`config.mk`:
```
export PLATFORM = sky130hd
export DESIGN_NAME = linear_regression_fit
export DESIGN_NICKNAME = d
export VERILOG_FILES = /design/src/sv/lrf_pkg.sv /design/src/sv/linear_regression_fit.sv /design/src/sv/lrf_ctrl.sv /design/src/sv/lrf_dp.sv
export SDC_FILE = /design/constraint.sdc
export NUM_CORES = 2
export LEC_CHECK = 0
export ABC_AREA = 0
export CORE_ASPECT_RATIO = 1.4
export CORE_MARGIN = 2
export CORE_UTILIZATION = 35
export DETAILED_ROUTE_END_ITERATION = 10
export DONT_BUFFER_PORTS = 1
export SYNTH_ARGS = -nofsm -noshare
export SYNTH_HDL_FRONTEND = slang
export SYNTH_HIERARCHICAL = 1
export SYNTH_SLANG_ARGS = --single-unit
```
`constraint.sdc`:
```
create_clock -name clock -period 12.7 [get_ports clock]
set_input_delay 1.905 -clock clock [delete_from_list [all_inputs] [get_ports clock]]
set_output_delay 1.905 -clock clock [all_outputs]
set_load 0.02 [all_outputs]
```
`src/sv/lrf_pkg.sv`:
```
// Shared types and constants for the streaming least-squares line fit.
package lrf_pkg;

   localparam int MAX_POINTS = 65536;
   localparam int CNT_W      = $clog2(MAX_POINTS + 1);
   localparam int SX_W       = 33;
   localparam int SXY_W      = 48;
   localparam int SXX_W      = 47;
   localparam int A_W        = 48;
   localparam int B_W        = 34;
   localparam int BMAG_W     = B_W - 1;
   localparam int ACC_W      = 84;
   localparam int DIV_W      = ACC_W + 16;
   localparam int DCNT_W     = $clog2(DIV_W);
   localparam int DEN_W      = 64;
   localparam int Q_W        = 33;

   localparam logic [2:0] OP_N_SXX   = 3'd0;
   localparam logic [2:0] OP_SX_SX   = 3'd1;
   localparam logic [2:0] OP_SY_SXX  = 3'd2;
   localparam logic [2:0] OP_SX_SXY  = 3'd3;
   localparam logic [2:0] OP_N_SXY   = 3'd4;
   localparam logic [2:0] OP_SX_SY   = 3'd5;

   localparam logic [1:0] ST_OK       = 2'd0;
   localparam logic [1:0] ST_ZERO_DEN = 2'd1;
   localparam logic [1:0] ST_SAT      = 2'd2;
   localparam logic [1:0] ST_TOO_MANY = 2'd3;

   typedef enum logic [6:0] {
      S_IDLE  = 7'b0000001,
      S_LOAD  = 7'b0000010,
      S_MAC   = 7'b0000100,
      S_DIVLD = 7'b0001000,
      S_DIV   = 7'b0010000,
      S_DSAVE = 7'b0100000,
      S_DONE  = 7'b1000000
   } state_type;

   typedef struct packed {
      logic       mac_load;
      logic       acc_clear;
      logic [2:0] op;
      logic       mac_step;
      logic       save_den;
      logic       save_ni;
      logic       div_load;
      logic       div_sel;
      logic       div_step;
      logic       div_save;
      logic       finish;
   } cmd_type;

   typedef struct packed {
      logic mac_busy;
      logic den_zero;
   } stat_type;

endpackage

```
`src/sv/linear_regression_fit.sv`:
```
// Sequence: after the last point's transfer, the result valid rises once six bit-serial
// products and two restoring divisions are done; on a zero denominator the divisions
// are skipped.
// Throughput: one point per cycle; input stalls while a fit runs, and a last point
// waits while a previous result is still untaken.
// Reset (synchronous, active high) clears the sums, the sequencer and the result valid.
module linear_regression_fit import lrf_pkg::*; (
   input  logic               clock,
   input  logic               reset,
   input  logic               req_valid,
   output logic               req_stall,
   input  logic signed [15:0] req_x_sample,
   input  logic signed [15:0] req_y_sample,
   input  logic               req_last_point,
   output logic               rsp_valid,
   input  logic               rsp_stall,
   output logic signed [31:0] rsp_intercept,
   output logic signed [31:0] rsp_slope,
   output logic [1:0]         rsp_fit_status
);

   cmd_type  cmd;
   stat_type stat;
   logic     idle, take;

   assign req_stall = !idle || (req_last_point && rsp_valid);
   assign take      = req_valid && !req_stall;

   lrf_ctrl u_ctrl (
      .clock (clock),
      .reset (reset),
      .start (take && req_last_point),
      .stat  (stat),
      .cmd   (cmd),
      .idle  (idle)
   );

   lrf_dp u_dp (
      .clock          (clock),
      .reset          (reset),
      .take           (take),
      .x_sample       (req_x_sample),
      .y_sample       (req_y_sample),
      .cmd            (cmd),
      .stat           (stat),
      .rsp_stall      (rsp_stall),
      .rsp_valid      (rsp_valid),
      .rsp_intercept  (rsp_intercept),
      .rsp_slope      (rsp_slope),
      .rsp_fit_status (rsp_fit_status)
   );

endmodule

```
`src/sv/lrf_ctrl.sv`:
```
// Fit sequencer: steps the multiply-accumulate and divide phases.
module lrf_ctrl import lrf_pkg::*; (
   input  logic     clock,
   input  logic     reset,
   input  logic     start,
   input  stat_type stat,
   output cmd_type  cmd,
   output logic     idle
);

   state_type         state_ff, state_in;
   logic [2:0]        op_ff, op_in;
   logic              sel_ff, sel_in;
   logic [DCNT_W-1:0] cnt_ff, cnt_in;

   assign idle = (state_ff == S_IDLE);

   always_comb begin
      state_in = state_ff;
      op_in    = op_ff;
      sel_in   = sel_ff;
      cnt_in   = cnt_ff;
      cmd      = '0;
      cmd.op      = op_ff;
      cmd.div_sel = sel_ff;
      case (state_ff)
         S_IDLE: begin
            if (start) begin
               op_in    = OP_N_SXX;
               state_in = S_LOAD;
            end
         end
         S_LOAD: begin
            cmd.mac_load  = 1'b1;
            cmd.acc_clear = ~op_ff[0];
            state_in      = S_MAC;
         end
         S_MAC: begin
            if (stat.mac_busy) begin
               cmd.mac_step = 1'b1;
            end else begin
               cmd.save_den = (op_ff == OP_SX_SX);
               cmd.save_ni  = (op_ff == OP_SX_SXY);
               if (op_ff == OP_SX_SY) begin
                  sel_in   = 1'b0;
                  state_in = stat.den_zero ? S_DONE : S_DIVLD;
               end else begin
                  op_in    = op_ff + 3'd1;
                  state_in = S_LOAD;
               end
            end
         end
         S_DIVLD: begin
            cmd.div_load = 1'b1;
            cnt_in       = '0;
            state_in     = S_DIV;
         end
         S_DIV: begin
            cmd.div_step = 1'b1;
            cnt_in       = cnt_ff + 1'b1;
            if (cnt_ff == DCNT_W'(DIV_W - 1)) state_in = S_DSAVE;
         end
         S_DSAVE: begin
            cmd.div_save = 1'b1;
            if (sel_ff) begin
               state_in = S_DONE;
            end else begin
               sel_in   = 1'b1;
               state_in = S_DIVLD;
            end
         end
         S_DONE: begin
            cmd.finish = 1'b1;
            state_in   = S_IDLE;
         end
         default: begin
            state_in = S_IDLE;
         end
      endcase
   end

   always_ff @(posedge clock) begin
      if (reset) begin
         state_ff <= S_IDLE;
         op_ff    <= OP_N_SXX;
         sel_ff   <= 1'b0;
         cnt_ff   <= '0;
      end else begin
         state_ff <= state_in;
         op_ff    <= op_in;
         sel_ff   <= sel_in;
         cnt_ff   <= cnt_in;
      end
   end

   a_onehot: assert property (@(posedge clock) disable iff (reset) $onehot(state_ff))
      else $error("state not one-hot");
   a_op_range: assert property (@(posedge clock) disable iff (reset) op_ff <= OP_SX_SY)
      else $error("op index out of range");
   a_div_len: assert property (@(posedge clock) disable iff (reset)
      state_ff == S_DSAVE |-> $past(cnt_ff) == DCNT_W'(DIV_W - 1))
      else $error("division ended early");

endmodule

```
`src/sv/lrf_dp.sv`:
```
// Datapath: running sums, bit-serial multiply-accumulate, restoring divider, result register.
module lrf_dp import lrf_pkg::*; (
   input  logic               clock,
   input  logic               reset,
   input  logic               take,
   input  logic signed [15:0] x_sample,
   input  logic signed [15:0] y_sample,
   input  cmd_type            cmd,
   output stat_type           stat,
   input  logic               rsp_stall,
   output logic               rsp_valid,
   output logic signed [31:0] rsp_intercept,
   output logic signed [31:0] rsp_slope,
   output logic [1:0]         rsp_fit_status
);

   logic [CNT_W-1:0]        cnt_ff;
   logic signed [SX_W-1:0]  sx_ff, sy_ff;
   logic signed [SXY_W-1:0] sxy_ff;
   logic [SXX_W-1:0]        sxx_ff;
   logic                    ovf_ff;

   logic signed [ACC_W-1:0] acc_ff, ni_ff;
   logic [ACC_W-1:0]        ash_ff;
   logic [BMAG_W-1:0]       bmag_ff;
   logic                    msign_ff;
   logic [DEN_W-1:0]        den_ff;

   logic [DIV_W-1:0]        dvd_ff;
   logic [DEN_W-1:0]        rem_ff;
   logic [Q_W-1:0]          q_ff;
   logic                    sticky_ff, dneg_ff, sat_ff;
   logic [31:0]             icpt_ff, slp_ff;

   logic                    rv_ff;
   logic [31:0]             ri_ff, rs_ff;
   logic [1:0]              rst_ff;

   logic signed [31:0]      xy;
   logic [31:0]             xx;
   logic signed [A_W-1:0]   a_op;
   logic signed [B_W-1:0]   b_op;
   logic                    neg_op;
   logic [A_W-1:0]          amag;
   logic [B_W-1:0]          bmag;
   logic signed [ACC_W-1:0] num, nmag;
   logic [DEN_W:0]          rem_sh, rem_sub;
   logic                    qbit;
   logic [31:0]             qres, limit;
   logic                    qovf;
   logic [1:0]              status;

   function automatic logic [31:0] xy_sq(input logic signed [15:0] v);
      logic signed [31:0] p;
      p = v * v;
      return p;
   endfunction

   assign xy = x_sample * y_sample;
   assign xx = 32'(xy_sq(x_sample));

   always_comb begin
      case (cmd.op)
         OP_N_SXX:  begin a_op = A_W'(sxx_ff);  b_op = B_W'(cnt_ff); neg_op = 1'b0; end
         OP_SX_SX:  begin a_op = A_W'(sx_ff);   b_op = B_W'(sx_ff);  neg_op = 1'b1; end
         OP_SY_SXX: begin a_op = A_W'(sxx_ff);  b_op = B_W'(sy_ff);  neg_op = 1'b0; end
         OP_SX_SXY: begin a_op = sxy_ff;        b_op = B_W'(sx_ff);  neg_op = 1'b1; end
         OP_N_SXY:  begin a_op = sxy_ff;        b_op = B_W'(cnt_ff); neg_op = 1'b0; end
         OP_SX_SY:  begin a_op = A_W'(sy_ff);   b_op = B_W'(sx_ff);  neg_op = 1'b1; end
         default:   begin a_op = '0;            b_op = '0;           neg_op = 1'b0; end
      endcase
      if (cmd.op == OP_N_SXX || cmd.op == OP_N_SXY) b_op = B_W'({1'b0, cnt_ff});
      amag = a_op[A_W-1] ? A_W'(-a_op) : A_W'(a_op);
      bmag = b_op[B_W-1] ? B_W'(-b_op) : B_W'(b_op);
   end

   always_comb begin
      num  = cmd.div_sel ? acc_ff : ni_ff;
      nmag = num[ACC_W-1] ? -num : num;
      rem_sh  = {rem_ff, dvd_ff[DIV_W-1]};
      rem_sub = rem_sh - {1'b0, den_ff};
      qbit    = (rem_sh >= {1'b0, den_ff});
      limit   = dneg_ff ? 32'h8000_0000 : 32'h7FFF_FFFF;
      qovf    = sticky_ff || q_ff[Q_W-1] || (q_ff[31:0] > limit);
      if (qovf) qres = dneg_ff ? 32'h8000_0000 : 32'h7FFF_FFFF;
      else qres = dneg_ff ? (32'd0 - q_ff[31:0]) : q_ff[31:0];
      if (ovf_ff) status = ST_TOO_MANY;
      else if (den_ff == '0) status = ST_ZERO_DEN;
      else if (sat_ff) status = ST_SAT;
      else status = ST_OK;
   end

   always_ff @(posedge clock) begin
      if (reset) begin
         cnt_ff <= '0;
         sx_ff  <= '0;
         sy_ff  <= '0;
         sxy_ff <= '0;
         sxx_ff <= '0;
         ovf_ff <= 1'b0;
      end else if (cmd.finish) begin
         cnt_ff <= '0;
         sx_ff  <= '0;
         sy_ff  <= '0;
         sxy_ff <= '0;
         sxx_ff <= '0;
         ovf_ff <= 1'b0;
      end else if (take) begin
         if (cnt_ff == CNT_W'(MAX_POINTS)) begin
            ovf_ff <= 1'b1;
         end else begin
            cnt_ff <= cnt_ff + 1'b1;
            sx_ff  <= sx_ff + SX_W'(x_sample);
            sy_ff  <= sy_ff + SX_W'(y_sample);
            sxy_ff <= sxy_ff + SXY_W'(xy);
            sxx_ff <= sxx_ff + SXX_W'(xx);
         end
      end
   end

   always_ff @(posedge clock) begin
      if (cmd.mac_load) begin
         if (cmd.acc_clear) acc_ff <= '0;
         ash_ff   <= ACC_W'(amag);
         bmag_ff  <= bmag[BMAG_W-1:0];
         msign_ff <= a_op[A_W-1] ^ b_op[B_W-1] ^ neg_op;
      end else if (cmd.mac_step) begin
         if (bmag_ff[0]) acc_ff <= msign_ff ? acc_ff - ash_ff : acc_ff + ash_ff;
         ash_ff  <= ash_ff << 1;
         bmag_ff <= bmag_ff >> 1;
      end
      if (cmd.save_den) den_ff <= acc_ff[DEN_W-1:0];
      if (cmd.save_ni)  ni_ff  <= acc_ff;
      if (cmd.div_load) begin
         dvd_ff    <= DIV_W'(nmag) << (cmd.div_sel ? 16 : 8);
         dneg_ff   <= num[ACC_W-1];
         rem_ff    <= '0;
         q_ff      <= '0;
         sticky_ff <= 1'b0;
      end else if (cmd.div_step) begin
         dvd_ff    <= dvd_ff << 1;
         rem_ff    <= qbit ? rem_sub[DEN_W-1:0] : rem_sh[DEN_W-1:0];
         q_ff      <= {q_ff[Q_W-2:0], qbit};
         sticky_ff <= sticky_ff | q_ff[Q_W-1];
      end
      if (cmd.div_save) begin
         if (cmd.div_sel) slp_ff <= qres;
         else icpt_ff <= qres;
      end
   end

   always_ff @(posedge clock) begin
      if (reset || cmd.finish) sat_ff <= 1'b0;
      else if (cmd.div_save && qovf) sat_ff <= 1'b1;
   end

   always_ff @(posedge clock) begin
      if (reset) rv_ff <= 1'b0;
      else if (cmd.finish) rv_ff <= 1'b1;
      else if (!rsp_stall) rv_ff <= 1'b0;
      if (cmd.finish) begin
         ri_ff  <= (den_ff == '0) ? 32'd0 : icpt_ff;
         rs_ff  <= (den_ff == '0) ? 32'd0 : slp_ff;
         rst_ff <= status;
      end
   end

   assign stat.mac_busy = (bmag_ff != '0);
   assign stat.den_zero = (den_ff == '0);

   assign rsp_valid      = rv_ff;
   assign rsp_intercept  = ri_ff;
   assign rsp_slope      = rs_ff;
   assign rsp_fit_status = rst_ff;

   a_cnt_cap: assert property (@(posedge clock) disable iff (reset)
      cnt_ff <= CNT_W'(MAX_POINTS))
      else $error("point count above capacity");
   a_zero_den: assert property (@(posedge clock) disable iff (reset)
      rv_ff && rst_ff == ST_ZERO_DEN |-> ri_ff == 32'd0 && rs_ff == 32'd0)
      else $error("zero denominator with nonzero result");
   a_clear: assert property (@(posedge clock) disable iff (reset)
      cmd.finish |=> cnt_ff == '0 && sx_ff == '0 && sxx_ff == '0 && !ovf_ff)
      else $error("sums not cleared after fit");

endmodule
```
# Yosys cells after proc, flatten, opt, wreduce, memory -nomap -nowiden
# Cells that the tools add are included.
[classes]
addsub = 14
multipliers = 2
order_cmp = 2
n_eq_ne = 21
shifts = 1
n_mux = 51
bitwise_logic = 6
n_reduce_logical = 34
[op_table]
columns = ["op", "n"]
rows = [
  ["$mux 84", 7],
  ["$mux 100", 2],
  ["$pmux 48 s4", 1],
  ["$mux 48", 3],
  ["$pmux 34 s3", 1],
  ["$shl 100x32->100", 1],
  ["$mux 33", 3],
  ["$mux 32", 3],
  ["$add 84x84->84", 1],
  ["$neg 84->84", 1],
  ["$sub 84x84->84", 1],
  ["$add 33x16->33", 2],
  ["$ge 65x64->1", 1],
  ["$logic_not 64->1", 1],
  ["$mul 16x16->32", 2],
  ["$mux 64", 1],
  ["$sub 64x64->64", 1],
  ["$add 48x32->48", 1],
  ["$neg 48->48", 1],
  ["$add 47x32->47", 1],
  ["$mux 7", 6],
  ["$pmux 7 s6", 1],
  ["$mux 34", 1],
  ["$neg 33->33", 1],
  ["39 further kinds", 87],
]
[totals]
ff_bits = 878
in_bits = 37
out_inout_bits = 68
wordCells = 161

# Logic depth before layout (Yosys ltp)
[depth]
word_depth = 8
depth_mapped = 39
ltp_nobuf = 37

# Hierarchy
# Netlist, hierarchy kept.
[modules_own_cells]
columns = ["mod", "instances", "cells_each", "area_each_um2", "seq_area_each_um2"]
rows = [
  ["lrf_dp", 1, 8565, 78052.4, 22671.7],
  ["lrf_ctrl", 1, 143, 1143.6, 360.3],
  ["linear_regression_fit", 1, 5, 28.8, 0.0],
]

# Worst setup path after synthesis
# Ideal clock, no wire load.
[synth_path]
kind = "input port to flip-flop"
start = "input port req_x_sample[1]"
end = "register u_dp.sxx_ff[43]"
setup_time_ns = 0.128
t_arrival_ns = 9.985
required_time_ns = 12.572
setup_slack_ns = 2.587
stages = 34
path_buffers = 3
cell_sequence = "clkbuf_1 > clkbuf_1 > nand2_1 > fa_1 > fa_1 > fa_1 > inv_1 > fa_1 > fa_1 > inv_1 > fa_1 > inv_1 > ha_1 > nand3_1 > a2111oi_0 > o311ai_0 > a21oi_1 > o21a_1 > o21a_1 > nor2_1 > o21bai_1 > a21oi_1 > xnor2_1 > ha_1 > clkbuf_1 > o21ai_0 > nand2b_1 > a31oi_1 > a311oi_1 > a41o_1 > o41ai_1 > nor3_1 > xnor2_1 > nor2_1"
[synth_between]
elab_chain_len = 2
[synth_rtl]
columns = ["element", "line_no", "rtl"]
rows = [
  ["start: declaration", "linear_regression_fit.sv:12", "input logic signed [15:0] req_x_sample,"],
  ["$mul 16x16->32", "lrf_dp.sv:55", "p = v * v;"],
  ["$add 47x32->47", "lrf_dp.sv:116", "sxx_ff <= sxx_ff + SXX_W'(xx);"],
  ["end signal: assignment", "lrf_dp.sv:116", ""],
  ["end: declaration", "lrf_dp.sv:20", "logic [SXX_W-1:0] sxx_ff;"],
]
# Every way passes these cells.
# A chain may end at the register's enable or synchronous reset.

# Worst setup path after layout
[layout_path]
start = "input port req_x_sample[1]"
end = "register u_dp.sxx_ff[46]"
# Same word-level chain as after synthesis.

==> key figures <==
Outcome
  • Run status: complete, no violations

Drt
  • DR vias: 61980
  • DR WL/cell: 20.13 µm
  • Vias per cell: 5.373
  • WL final: 232.2 mm
  • TritonRoute pass-1 iters: 7
  • Drc violations: 0
  • Antenna-violating nets left: 0
  • DRT iter0 DRCs: 3836

Setup path
  • Data arrival, critical path: 11.05 ns
  • CP max stage delay: 0.67 ns
  • Crit-path most repeated cell: fa_1
  • Crit Path Class: in -> reg
  • CP Launch Type: input port
  • Crit Path Max Fanout: 32
  • Endpoint class of the critical path: register
  • CP required: 13.28 ns
  • Slowest CP cell: a2111oi_0

STA
  • Final WS setup: 2.229 ns
  • Min Tclk post-route: 10.47 ns
  • Fin. Hold Viols: 0
  • RSZ-0062 raised after global routing: false
  • F_max: 0.09550 GHz
  • Sum Neg Setup Slack: 0 ns
  • # setup viols final: 0
  • Relative slew slack: 22.87%
  • Layout Skew: 0.02410 ns
  • Tcrit/Tclk final: 82.45%
  • Slew Viols, Final: 0
  • Least-Margin Pin Slew: 1.157 ns
  • Hold slack: 0.4824 ns

Synth
  • Synth top area share: 20.66%
  • Ys async rst share: 0%
  • Synthesis warning total: 6
  • Area contributors post-synth: edfxtp_1 (21%), fa_1 (15%), dfxtp_1 (8.4%)
  • Cells after Synth: 8713
  • Top cell type by total area after synthesis: edfxtp_1
  • Sequential area share after synthesis: 29.07%
  • Most common library cells after synthesis: nand2_1 (876), inv_1 (875), nor2_1 (685)
  • Synth Cell Area: 0.07922 mm²
  • Top_reg_cell synth: edfxtp_1
  • EDFF count, synth: 545
  • Yosys reg bits: 878
  • Synth unique cells: 114
  • Synthesized Nets: 9859
  • Syn avg cell area: 9.093 µm²
  • Most frequent cell after synthesis: nand2_1

CTS
  • Root Driver: clkbuf_16
  • H-Tree Depth: 3
  • Post-cts resize count: 0
  • CTS Sinks: 878
  • CTS Buffer Depth: 3
  • CTS tree: done
  • Clock Latency Late Sink: 0.72 ns
  • TritonCTS Buffers: 93
  • Postcts setup bufs: 0
  • CTS Hold Buffers Added: 0
  • Clock transition at path regs: 0.07 ns

Floorplanning
  • Die width: 406.1 µm
  • Die height: 566.9 µm
  • Row Count: 206
  • Die area: 0.2302 mm²
  • I/O pin cnt: 105
  • Initial Util: 35.21%
  • Core Box Area: 0.2250 mm²

Placement
  • DP Worst Slack: 1.452 ns
  • Placed Area: 0.08186 mm²
  • Post-DP HPWL: 180.2 mm
  • Total placed cells including tap cells: 11360
  • Placer Congestion: 0.9586
  • Port bufs: 0

Layout
  • FF/Latch Area: 0.02304 mm²
  • Design Area, Final: 0.08501 mm²
  • Final Non-Filler Cells: 11540
  • Post-layout util: 37.78%
  • Filler instances: 22650
  • Area delta synth->final: 7.296%
  • # nets final: 9589
  • Multi-input gate area: 0.05128 mm²
  • Share of cells above drive strength 1: 4.637%

Pwr
  • Worst IR Drop VDD: 0.0006688 V
  • Overall power: 25.76 mW
  • Power Dens Cells: 303.0 mW/mm²
  • Pleak: 34.98 nW

GRT
  • Total GRT Usage: 19.96%
  • First-pass GRT wire length: 364.0 mm
  • Congestion Overflow GR: 0
  • Pin count of the biggest net entering global routing: 167
  • Initial antenna violation count: 7
  • Vias in the first global route: 63960

Hold path
  • Worst min path class: reg -> reg

Flow run
  • Max-cap viol count: 0
## power breakdown
group	internal [mW]	leakage (nW)	switching [mW]
clock network	1.63	1.51	1.23
logic	8.28	25.7	11.3
registers	3.16	7.78	0.179
## worst max-delay path, delay by kind of cell
family | cells | cell delay (ns)
AOI/OAI and AO/OA | 12 | 3.67
adders and majority gates | 8 | 3.66
xor gates and xnor gates | 2 | 0.27
buffers and inverters | 5 | 0.56
and+or+nand+nor | 6 | 0.96
## cell families (layout without fill, tap and decap cells)
| logic type | Yosys count | in the layout | share of synthesized area (%) |
|---|---|---|---|
| buf+inv | 1301 | 1107 | 6.347 |
| simple gates | 2658 | 2658 | 16.21 |
| compound gates | 1989 | 1989 | 16.09 |
| fa+ha+maj | 1110 | 1110 | 23.24 |
| other cells | 1 | 2 | 0.004733 |
| flops | 878 | 878 | 29.07 |
| mux | 192 | 192 | 2.570 |
| xor+xnor | 584 | 584 | 6.466 |
## metal layers
| metal | vias to the layer above | track usage, % | routed length (µm) |
|---|---|---|---|
| met5 | - | 0 | 36 |
| met4 | 6 | 10.24 | 12700 |
| met3 | 515 | 2.144 | 9229 |
| met2 | 1565 | 36.18 | 118000 |
| met1 | 30300 | 22.94 | 92190 |
| li1 | 29600 | - | - |
## cell usage in the layout (no fill, tap or decap), drive strengths merged, types with 26 or more instances in the layout
cell	n
fa	603
a221oi	28
a22oi	30
a311oi	55
nor2b	140
a21oi	679
a21o	204
inv	880
o31ai	33
o21bai	61
dfxtp	333
mux2	69
edfxtp	545
a31oi	73
ha	506
buf	60
nor3b	46
nor3	176
nand2	876
and2	160
mux2i	123
nand3	118
and3	64
xor2	198
o211ai	43
or3	40
a211oi	59
o21ai	380
nor2	685
nand2b	86
nand4	81
or2	26
clkinv	26
o21a	67
xnor2	386
clkbuf	121
o22ai	31
nor4	75
## sequential cells by signal, indices dropped and copies added, names as in the netlist, 33 cells and up
name,count
u_dp/dvd_ff,100
u_dp/sxy_ff,48
u_dp/q_ff,33
u_dp/ash_ff,84
u_dp/acc_ff,84
u_dp/rem_ff,64
u_dp/sy_ff,33
u_dp/den_ff,64
u_dp/sxx_ff,47
u_dp/sx_ff,33
u_dp/bmag_ff,33
u_dp/ni_ff,84
## path summary, 6_finish.rpt
check | startpoint | endpoint | slack, ns | cells after the start
max | req_x_sample[1] | u_dp/sxx_ff[46]$_SDFFE_PP0P_ | 2.23 | 33
min | u_dp/sat_ff$_SDFFE_PP0P_ | u_dp/sat_ff$_SDFFE_PP0P_ | 0.48 | 2
min reg2reg | u_dp/sat_ff$_SDFFE_PP0P_ | u_dp/sat_ff$_SDFFE_PP0P_ | 0.48 | 2
max reg2reg | u_dp/ash_ff[25]$_DFFE_PN_ | u_dp/acc_ff[83]$_SDFFCE_PP0P_ | 5.84 | 18
## layout make-up
cell class	instances	share of cell area, %
Clock inverter	50	0.6889
Tap cell	3016	4.439
Antenna cell	1	0.002944
Inverter	876	3.877
Multi-Input combinational cell	6534	60.32
Timing Repair Buffer	60	0.5593
Clock buffer	121	3.009
Sequential cell	878	27.10
No activity file was read; power rests on OpenSTA's default activity.
